## src/sv/assert_macros.svh

```systemverilog
// ---------------------------------------------------------------------------
// Assertion macros for the RTL files that carry checks.
// ---------------------------------------------------------------------------
`ifndef ASSERT_MACROS_SVH
`define ASSERT_MACROS_SVH

// The property must hold at every rising clock edge outside reset.
`define TSHW_ASSERT(lbl, clk, rst_n, prop) \
  lbl: assert property (@(posedge clk) disable iff (!(rst_n)) (prop)) \
    else $error("assertion failed");

// The condition must never be true outside reset.
`define TSHW_NEVER(lbl, clk, rst_n, cond) \
  lbl: assert property (@(posedge clk) disable iff (!(rst_n)) !(cond)) \
    else $error("forbidden condition seen");

`endif

```

## src/sv/tshw_pkg.sv

```systemverilog
// ---------------------------------------------------------------------------
// tshw_pkg
// Types and constants for the transport packet header and stuffing writer.
// ---------------------------------------------------------------------------
package tshw_pkg;

  localparam logic [7:0]  TS_SYNC_BYTE    = 8'h47;
  localparam logic [7:0]  TS_STUFF_BYTE   = 8'hFF;
  localparam logic [7:0]  TS_PAYLOAD_MAX  = 8'd184;
  localparam logic [1:0]  ADAPT_CTRL_PAYLOAD_ONLY = 2'd1;
  localparam logic [1:0]  ADAPT_CTRL_FIELD_AND_PAYLOAD = 2'd3;

  localparam int unsigned LEN_W   = 12;
  localparam int unsigned PID_W   = 13;
  localparam int unsigned CC_W    = 4;
  localparam int unsigned WIDX_W  = 6;
  localparam int unsigned VB_W    = 3;

  typedef enum logic [0:0] {
    ST_IDLE,
    ST_EMIT
  } tshw_state_e;

  // Commands from the controller to the datapath.
  typedef struct packed {
    logic load;     // capture a new descriptor, restart at word zero
    logic advance;  // step to the next output word
  } tshw_cmd_t;

  // Status from the datapath to the controller.
  typedef struct packed {
    logic last;     // the current word is the final one of the packet
  } tshw_sts_t;

endpackage

```

## src/sv/tshw_ctrl.sv

```systemverilog
// ---------------------------------------------------------------------------
// tshw_ctrl
// Controller: sequences descriptor intake and output word transfers.
// ---------------------------------------------------------------------------
module tshw_ctrl
  import tshw_pkg::*;
(
  input  logic      clk_i,
  input  logic      rst_ni,
  input  logic      in_valid_i,
  output logic      in_ready_o,
  output logic      out_valid_o,
  input  logic      out_ready_i,
  input  tshw_sts_t sts_i,
  output tshw_cmd_t cmd_o
);

  tshw_state_e state_q, state_d;

  always_ff @(posedge clk_i or negedge rst_ni) begin
    if (!rst_ni) begin
      state_q <= ST_IDLE;
    end else begin
      state_q <= state_d;
    end
  end

  always_comb begin
    state_d     = state_q;
    in_ready_o  = 1'b0;
    out_valid_o = 1'b0;
    cmd_o       = '0;
    case (state_q)
      ST_IDLE: begin
        in_ready_o = 1'b1;
        if (in_valid_i) begin
          cmd_o.load = 1'b1;
          state_d    = ST_EMIT;
        end
      end
      ST_EMIT: begin
        out_valid_o = 1'b1;
        // The next descriptor may be taken in the cycle the last word leaves.
        in_ready_o  = out_ready_i && sts_i.last;
        if (out_ready_i) begin
          if (!sts_i.last) begin
            cmd_o.advance = 1'b1;
          end else if (in_valid_i) begin
            cmd_o.load = 1'b1;
          end else begin
            state_d = ST_IDLE;
          end
        end
      end
      default: begin
        state_d = ST_IDLE;
      end
    endcase
  end

endmodule

```

## src/sv/tshw_datapath.sv

```systemverilog
// ---------------------------------------------------------------------------
// tshw_datapath
// Datapath: holds the packet descriptor and builds each output word.
// ---------------------------------------------------------------------------
module tshw_datapath
  import tshw_pkg::*;
(
  input  logic             clk_i,
  input  tshw_cmd_t        cmd_i,
  output tshw_sts_t        sts_o,
  input  logic             payload_start_i,
  input  logic [LEN_W-1:0] payload_length_i,
  input  logic [PID_W-1:0] packet_id_i,
  input  logic [CC_W-1:0]  continuity_count_i,
  output logic [31:0]      packed_word_o,
  output logic [VB_W-1:0]  valid_bytes_o,
  output logic             last_word_o
);

  logic              ps_q;
  logic [PID_W-1:0]  pid_q;
  logic [CC_W-1:0]   cc_q;
  logic [7:0]        af_q;
  logic [WIDX_W-1:0] widx_q, widx_d;
  logic [WIDX_W-1:0] last_idx_q, last_idx_d;

  logic [7:0]        clamped_len;
  logic [7:0]        af_d;
  logic [8:0]        round_sum;
  logic [1:0]        tail_bytes;
  logic [1:0]        adapt_ctrl;
  logic [7:0]        af_len_byte;
  logic [31:0]       raw_word;
  logic [31:0]       lane_mask;

  // Adaptation field length and last word index of the incoming descriptor, and the next word index.
  always_comb begin
    clamped_len = (payload_length_i > LEN_W'(TS_PAYLOAD_MAX)) ? TS_PAYLOAD_MAX
                                                              : payload_length_i[7:0];
    af_d        = TS_PAYLOAD_MAX - clamped_len;
    round_sum   = {1'b0, af_d} + 9'd7;
    last_idx_d  = round_sum[7:2] - WIDX_W'(1);
    widx_d      = cmd_i.load ? '0 : (cmd_i.advance ? widx_q + WIDX_W'(1) : widx_q);
  end

  always_ff @(posedge clk_i) begin
    if (cmd_i.load) begin
      ps_q       <= payload_start_i;
      pid_q      <= packet_id_i;
      cc_q       <= continuity_count_i;
      af_q       <= af_d;
      last_idx_q <= last_idx_d;
    end
    widx_q <= widx_d;
  end

  always_comb begin
    adapt_ctrl  = (af_q == 8'd0) ? ADAPT_CTRL_PAYLOAD_ONLY : ADAPT_CTRL_FIELD_AND_PAYLOAD;
    af_len_byte = (af_q == 8'd1) ? 8'h00 : af_q - 8'd1;
    if (widx_q == '0) begin
      raw_word = {TS_SYNC_BYTE, 1'b0, ps_q, 1'b0, pid_q[12:8], pid_q[7:0],
                  2'b00, adapt_ctrl, cc_q};
    end else if (widx_q == WIDX_W'(1)) begin
      raw_word = {af_len_byte, 8'h00, TS_STUFF_BYTE, TS_STUFF_BYTE};
    end else begin
      raw_word = {4{TS_STUFF_BYTE}};
    end

    last_word_o = (widx_q == last_idx_q);
    // Bytes in the final word: ((4 + F) mod 4), with zero meaning four.
    tail_bytes  = af_q[1:0] + 2'd3;
    valid_bytes_o = last_word_o ? ({1'b0, tail_bytes} + 3'd1) : 3'd4;

    for (int k = 0; k < 4; k++) begin
      lane_mask[31-8*k -: 8] = (VB_W'(k) < valid_bytes_o) ? 8'hFF : 8'h00;
    end
    packed_word_o = raw_word & lane_mask;
    sts_o.last    = last_word_o;
  end

endmodule

```

## src/sv/ts_packet_header_stuffing_writer_core.sv

```systemverilog
// ---------------------------------------------------------------------------
// ts_packet_header_stuffing_writer_core
// Transport packet header and adaptation-field stuffing writer.
// ---------------------------------------------------------------------------
// Each descriptor transfer on the slave stream describes one 188-byte
// transport packet. The block answers with the packet's 4-byte header and,
// when the payload is shorter than 184 bytes, an adaptation field that pads
// the packet out, all as big-endian 32-bit words on the master stream (first
// byte in bits 31..24). A descriptor produces between 1 and 47 word
// transfers, one per clock cycle while the master side is ready; the word
// counter in the datapath sets that rate, and a packet has ceil((4 + F) / 4)
// words, where F = 184 - min(payload_length, 184). The
// next descriptor is accepted in the same cycle that the final word of the
// current packet is transferred, so packets follow each other without a gap.
// ---------------------------------------------------------------------------
`include "assert_macros.svh"

module ts_packet_header_stuffing_writer_core
  import tshw_pkg::*;
(
  input  logic        clk_i,
  input  logic        rst_ni,
  // Descriptor stream.
  input  logic        s_axis_tvalid,
  output logic        s_axis_tready,
  // [11:0] payload_length, [24:12] packet_id, [28:25] continuity_count,
  // [31:29] zero.
  input  logic [31:0] s_axis_tdata,
  // [0] payload_start.
  input  logic        s_axis_tuser,
  // Packet word stream.
  output logic        m_axis_tvalid,
  input  logic        m_axis_tready,
  // [31:0] packed_word.
  output logic [31:0] m_axis_tdata,
  // [2:0] valid_bytes.
  output logic [2:0]  m_axis_tuser,
  // Set on the final word of the packet's header and adaptation field.
  output logic        m_axis_tlast
);

  tshw_cmd_t cmd;
  tshw_sts_t sts;

  // The controller decides when a descriptor is taken and when the word
  // counter steps; the output word itself is a function of registered state.
  tshw_ctrl u_ctrl (
    .clk_i       (clk_i),
    .rst_ni      (rst_ni),
    .in_valid_i  (s_axis_tvalid),
    .in_ready_o  (s_axis_tready),
    .out_valid_o (m_axis_tvalid),
    .out_ready_i (m_axis_tready),
    .sts_i       (sts),
    .cmd_o       (cmd)
  );

  // The datapath holds the descriptor, the adaptation field length and the
  // word index, and assembles header, length and stuffing bytes per word.
  tshw_datapath u_datapath (
    .clk_i              (clk_i),
    .cmd_i              (cmd),
    .sts_o              (sts),
    .payload_start_i    (s_axis_tuser),
    .payload_length_i   (s_axis_tdata[11:0]),
    .packet_id_i        (s_axis_tdata[24:12]),
    .continuity_count_i (s_axis_tdata[28:25]),
    .packed_word_o      (m_axis_tdata),
    .valid_bytes_o      (m_axis_tuser),
    .last_word_o        (m_axis_tlast)
  );

  // A taken descriptor always starts with the full header word.
  `TSHW_ASSERT(a_hdr_word_full, clk_i, rst_ni,
               (s_axis_tvalid && s_axis_tready) |=> (m_axis_tvalid && m_axis_tuser == 3'd4))
  // While words are pending, a descriptor is taken only as the last one leaves.
  `TSHW_ASSERT(a_ready_on_last, clk_i, rst_ni,
               (s_axis_tready && m_axis_tvalid) |-> (m_axis_tready && m_axis_tlast))
  // After the last word leaves with no new descriptor, the output goes quiet.
  `TSHW_ASSERT(a_idle_after_last, clk_i, rst_ni,
               (m_axis_tvalid && m_axis_tready && m_axis_tlast && !s_axis_tvalid)
                 |=> !m_axis_tvalid)
  // Only the final word of a packet may be partially filled.
  `TSHW_NEVER(a_partial_not_last, clk_i, rst_ni,
              m_axis_tvalid && !m_axis_tlast && m_axis_tuser != 3'd4)

endmodule
```

## config.mk

```make
export PLATFORM = sky130hd
export DESIGN_NAME = ts_packet_header_stuffing_writer_core
export DESIGN_NICKNAME = d
export VERILOG_FILES = /design/src/sv/tshw_pkg.sv /design/src/sv/tshw_ctrl.sv /design/src/sv/tshw_datapath.sv /design/src/sv/ts_packet_header_stuffing_writer_core.sv
export VERILOG_INCLUDE_DIRS = /design/src /design/src/sv
export SDC_FILE = /design/constraint.sdc
export NUM_CORES = 1
export LEC_CHECK = 0
export ABC_AREA = 1
export BUFFER_PORTS_ARGS = -buffer_cell sky130_fd_sc_hd__buf_2
export CAP_MARGIN = 20
export CORE_AREA = 2 2 84 86
export CTS_CLUSTER_SIZE = 28
export DETAILED_ROUTE_END_ITERATION = 8
export DIE_AREA = 0 0 86 88
export GPL_TIMING_DRIVEN = 1
export PLACE_DENSITY_LB_ADDON = 0.08
export SYNTH_ARGS = -nofsm -noshare
export SYNTH_HDL_FRONTEND = slang
export SYNTH_SLANG_ARGS = --single-unit
```

## constraint.sdc

```tcl
create_clock -name clk_i -period 4.3 [get_ports clk_i]
set_input_delay 0.43 -clock clk_i [delete_from_list [all_inputs] [get_ports clk_i]]
set_output_delay 0.43 -clock clk_i [all_outputs]
set_load 0.01 [all_outputs]
```

==> results.sh <==
export IMPL_run_status="finished, final reports clean"
export IMPL_finalHoldViolations=0
export IMPL_grt_overflow=0
export IMPL_timing_worst_slew_pin_value_ns=0.980
export IMPL_port_buffers=71
export IMPL_cp_max_fo=21
export IMPL_startpoint_type="register"
export IMPL_relative_slew_margins_pct=34.5
export IMPL_multi_input_area_um2=1190
export IMPL_sequential_to_total_area_share_from_yosys_stat_pct=42.9
export IMPL_power_density_nw_per_um2=322
export IMPL_antenna_diode_count=0
export IMPL_post_route_util_pct=46.5
export IMPL_gpl_final_weighted_congestion=0.845
export IMPL_post_synth_mux_area_share_pct=0
export IMPL_clock_sinks=39
export IMPL_synth_top_area_share_pct=37.3
export IMPL_via_count=2176
export IMPL_grt_first_pass_wirelength_mm=8.65
export IMPL_area_growth_syn_to_layout_pct=19.8
export IMPL_placeableCoreArea_um2=6640
export IMPL_worst_endpoint_required_ns=3.87
export IMPL_ctsHtreeMaxLevel=2
export IMPL_overall_routing_resource_usage_pct=14.3
export IMPL_cts_resized=0
export IMPL_synth_lib_cells_used_distinct=34
export IMPL_cts_tree="built"
export IMPL_hold_class="input pin to register"
export IMPL_finalMaxSlewViolations=0
export IMPL_vias_per_cell=4.59
export IMPL_yosys_most_used_dff="edfxtp_1"
export IMPL_drt_wl_total_mm=5.17
export IMPL_routed_wire_length_per_instance_um=10.9
export IMPL_skew_ns=0.00494
export IMPL_rsz0062_at_grt="no"
export IMPL_maximum_number_of_pins_on_one_net_before_global_route_repair=38
export IMPL_die_height_um=88
export IMPL_number_of_buffers_created_by_cts=5
export IMPL_post_cts_buffers=0
export IMPL_drc=0
export IMPL_post_route_antenna_net_violation_count=0
export IMPL_max_clock_path_buffers=2
export IMPL_synth_most_common_cell="inv_1"
export IMPL_drt_pass1_iterations=4
export IMPL_synthesis_area_per_instance_um2=8.05
export IMPL_clock_insertion_delay_worst_skew_ns=0.29
export IMPL_layout_cells_non_filler=474
export IMPL_criticalPathCategory="register to output port"
export IMPL_postSynthCellCount=320
export IMPL_seq_area_um2=1110
export IMPL_die_x_um=86
export IMPL_gr_usage_met1_pct=16.8
export IMPL_setup_viol=0
export IMPL_placedCellCount=465
export IMPL_initial_core_util_pct=38.8
export IMPL_synth_area_leader_cell="edfxtp_1"
export IMPL_ys_warnings_count=0
export IMPL_edff_count_synth=32
export IMPL_antenna_found_initial=0
export IMPL_post_synth_instance_area_um2=2580
export IMPL_clk_pin_slew_worst_paths_ns=0.08
export IMPL_die_area_um2=7570
export IMPL_placement_cell_area_um2=2990
export IMPL_grt_use_met2_pct=25.7
export IMPL_row_count=30
export IMPL_design_power_total_w=0.000995
export IMPL_final_period_minus_worst_setup_slack_ns=2.68
export IMPL_synth_xor_area_share_pct=3.06
export IMPL_final_setup_tns_ns=0
export IMPL_max_cap_violations=0
export IMPL_async_reset_ff_share_pct=2.56
export IMPL_final_fill_count=694
export IMPL_synth_simple_gate_area_share_pct=31.1
export IMPL_syn_num_nets=366
export IMPL_use_met3_pct=3.58
export IMPL_grt_pass1_vias=2000
export IMPL_synth_adder_area_share_pct=4.37
export IMPL_post_dp_hpwl_mm=4.03
export IMPL_cp_data_arrival_time_ns=2.25
export IMPL_grt_busiest_layer="met2"
export IMPL_yosys_top_cells_area="edfxtp_1 37%, inv_1 8.3%, nand2_1 6.8%"
export IMPL_cts_root_buffer_cell="clkbuf_8"
export IMPL_worst_ir_drop_vdd_v=0.000137
export IMPL_max_freq_mhz=374
export IMPL_crit_path_end_kind="output port"
export IMPL_p_leak_nw=1.41
export IMPL_design_area_um2=3090
export IMPL_synth_top_cells_by_count="57 x inv_1, 47 x nand2_1, 46 x nor2_1"
export IMPL_synth_seq_cells=39
export IMPL_combinational_family_with_the_most_area_after_synthesis="simple AND/OR/NAND/NOR gates"
export IMPL_initialDrtViolationCount=78
export IMPL_fin_crit_sh_pct=62.2
export IMPL_num_nets_final=439
export IMPL_synth_compound_area_share_pct=7.38
export IMPL_ios=75
export IMPL_layout_drive_gt1_share_pct=30.5
==> stage by stage <==
stage	hold slack, ns	worst slack (ns)
2_1_floorplan	0.134	1.85
3_3_place_gp	0.206	1.41
3_5_place_dp	0.206	1.39
4_1_cts	0.299	1.60
5_1_grt	0.296	1.40
6_report	0.311	1.62
==> critical path: stages, from the launching register on <==
cell,delay (ns)
dfxtp_1,0.38
inv_2,0.08
ha_1,0.21
nand3_1,0.47
inv_1,0.17
nor2_1,0.21
nand3_1,0.10
a21oi_1,0.16
buf_2,0.16
==> final timing paths <==
check	startpoint	end	slack, ns	depth (start not counted)
max	u_datapath.widx_q[0]	m_axis_tdata[31]	1.62	8
min	s_axis_tdata[23]	u_datapath.pid_q[11]	0.31	1
max reg2reg	u_datapath.last_idx_q[5]	u_datapath.widx_q[1]	1.92	10
min reg2reg	u_datapath.widx_q[0]	u_datapath.widx_q[0]	0.55	2
max in group asynchronous	rst_ni	u_ctrl.state_q	3.78	2
min in group asynchronous	rst_ni	u_ctrl.state_q	0.44	2
==> cells in the final DEF, fill, tap and decap left out, drive strengths merged, types with 3 or more instances in the layout <==
| master | instances |
|---|---|
| xor2 | 3 |
| ha | 9 |
| clkbuf | 5 |
| buf | 71 |
| nand3 | 23 |
| edfxtp | 32 |
| clkinv | 4 |
| xnor2 | 6 |
| nor3 | 3 |
| or2 | 4 |
| dfxtp | 6 |
| a21oi | 11 |
| nor2 | 57 |
| inv | 64 |
| nand2 | 59 |
| nand4 | 8 |
| o21ai | 21 |
==> state kept, by name, indices dropped and copies added (netlist names) <==
signal	flops
u_ctrl.state_q	1
u_datapath.pid_q	13
u_datapath.last_idx_q	6
u_datapath.widx_q	6
u_datapath.ps_q	1
u_datapath.cc_q	4
u_datapath.af_q	8
==> cell type report <==
| class | instances | share of cell area, % |
|---|---|---|
| multi-input cells | 210 | 38.5 |
| clock buffers | 5 | 2.23 |
| flip-flops and latches | 39 | 35.8 |
| well taps | 80 | 3.24 |
| clock inverters | 3 | 0.486 |
| inverters | 65 | 7.90 |
| repair buffers | 72 | 11.8 |
==> metal layers <==
metal	vias to the layer above	routed length [um]
met5	-	0
met4	0	58
met3	5	290
met2	53	2450
met1	956	2380
li1	1162	-
==> power breakdown <==
part / internal (W) / leakage, nW / total, W / switching, W
Combinational: 0.000108 / 1.01 / 0.000277 / 0.000168
Clock: 0.000111 / 0.0477 / 0.000238 / 0.000127
Sequential: 0.000448 / 0.352 / 0.000480 / 0.0000321
Total: 0.000668 / 1.41 / 0.000995 / 0.000328
==> logic make-up after synthesis <==
kind of cell             count (synthesis)
flip-flops                              39
AO/OA/AOI/OAI                           36
adder cells (fa/ha/maj)                  9
buffers and inverters                   71
AND/OR/NAND/NOR                        156
XOR/XNOR                                 9
==> what timing repair did <==
item                                   CTS  global route
endpoints found under the hold margin    1             0
hold buffers                             1             0
setup endpoints to repair                0             0
Power figures use the tool's default switching activity.
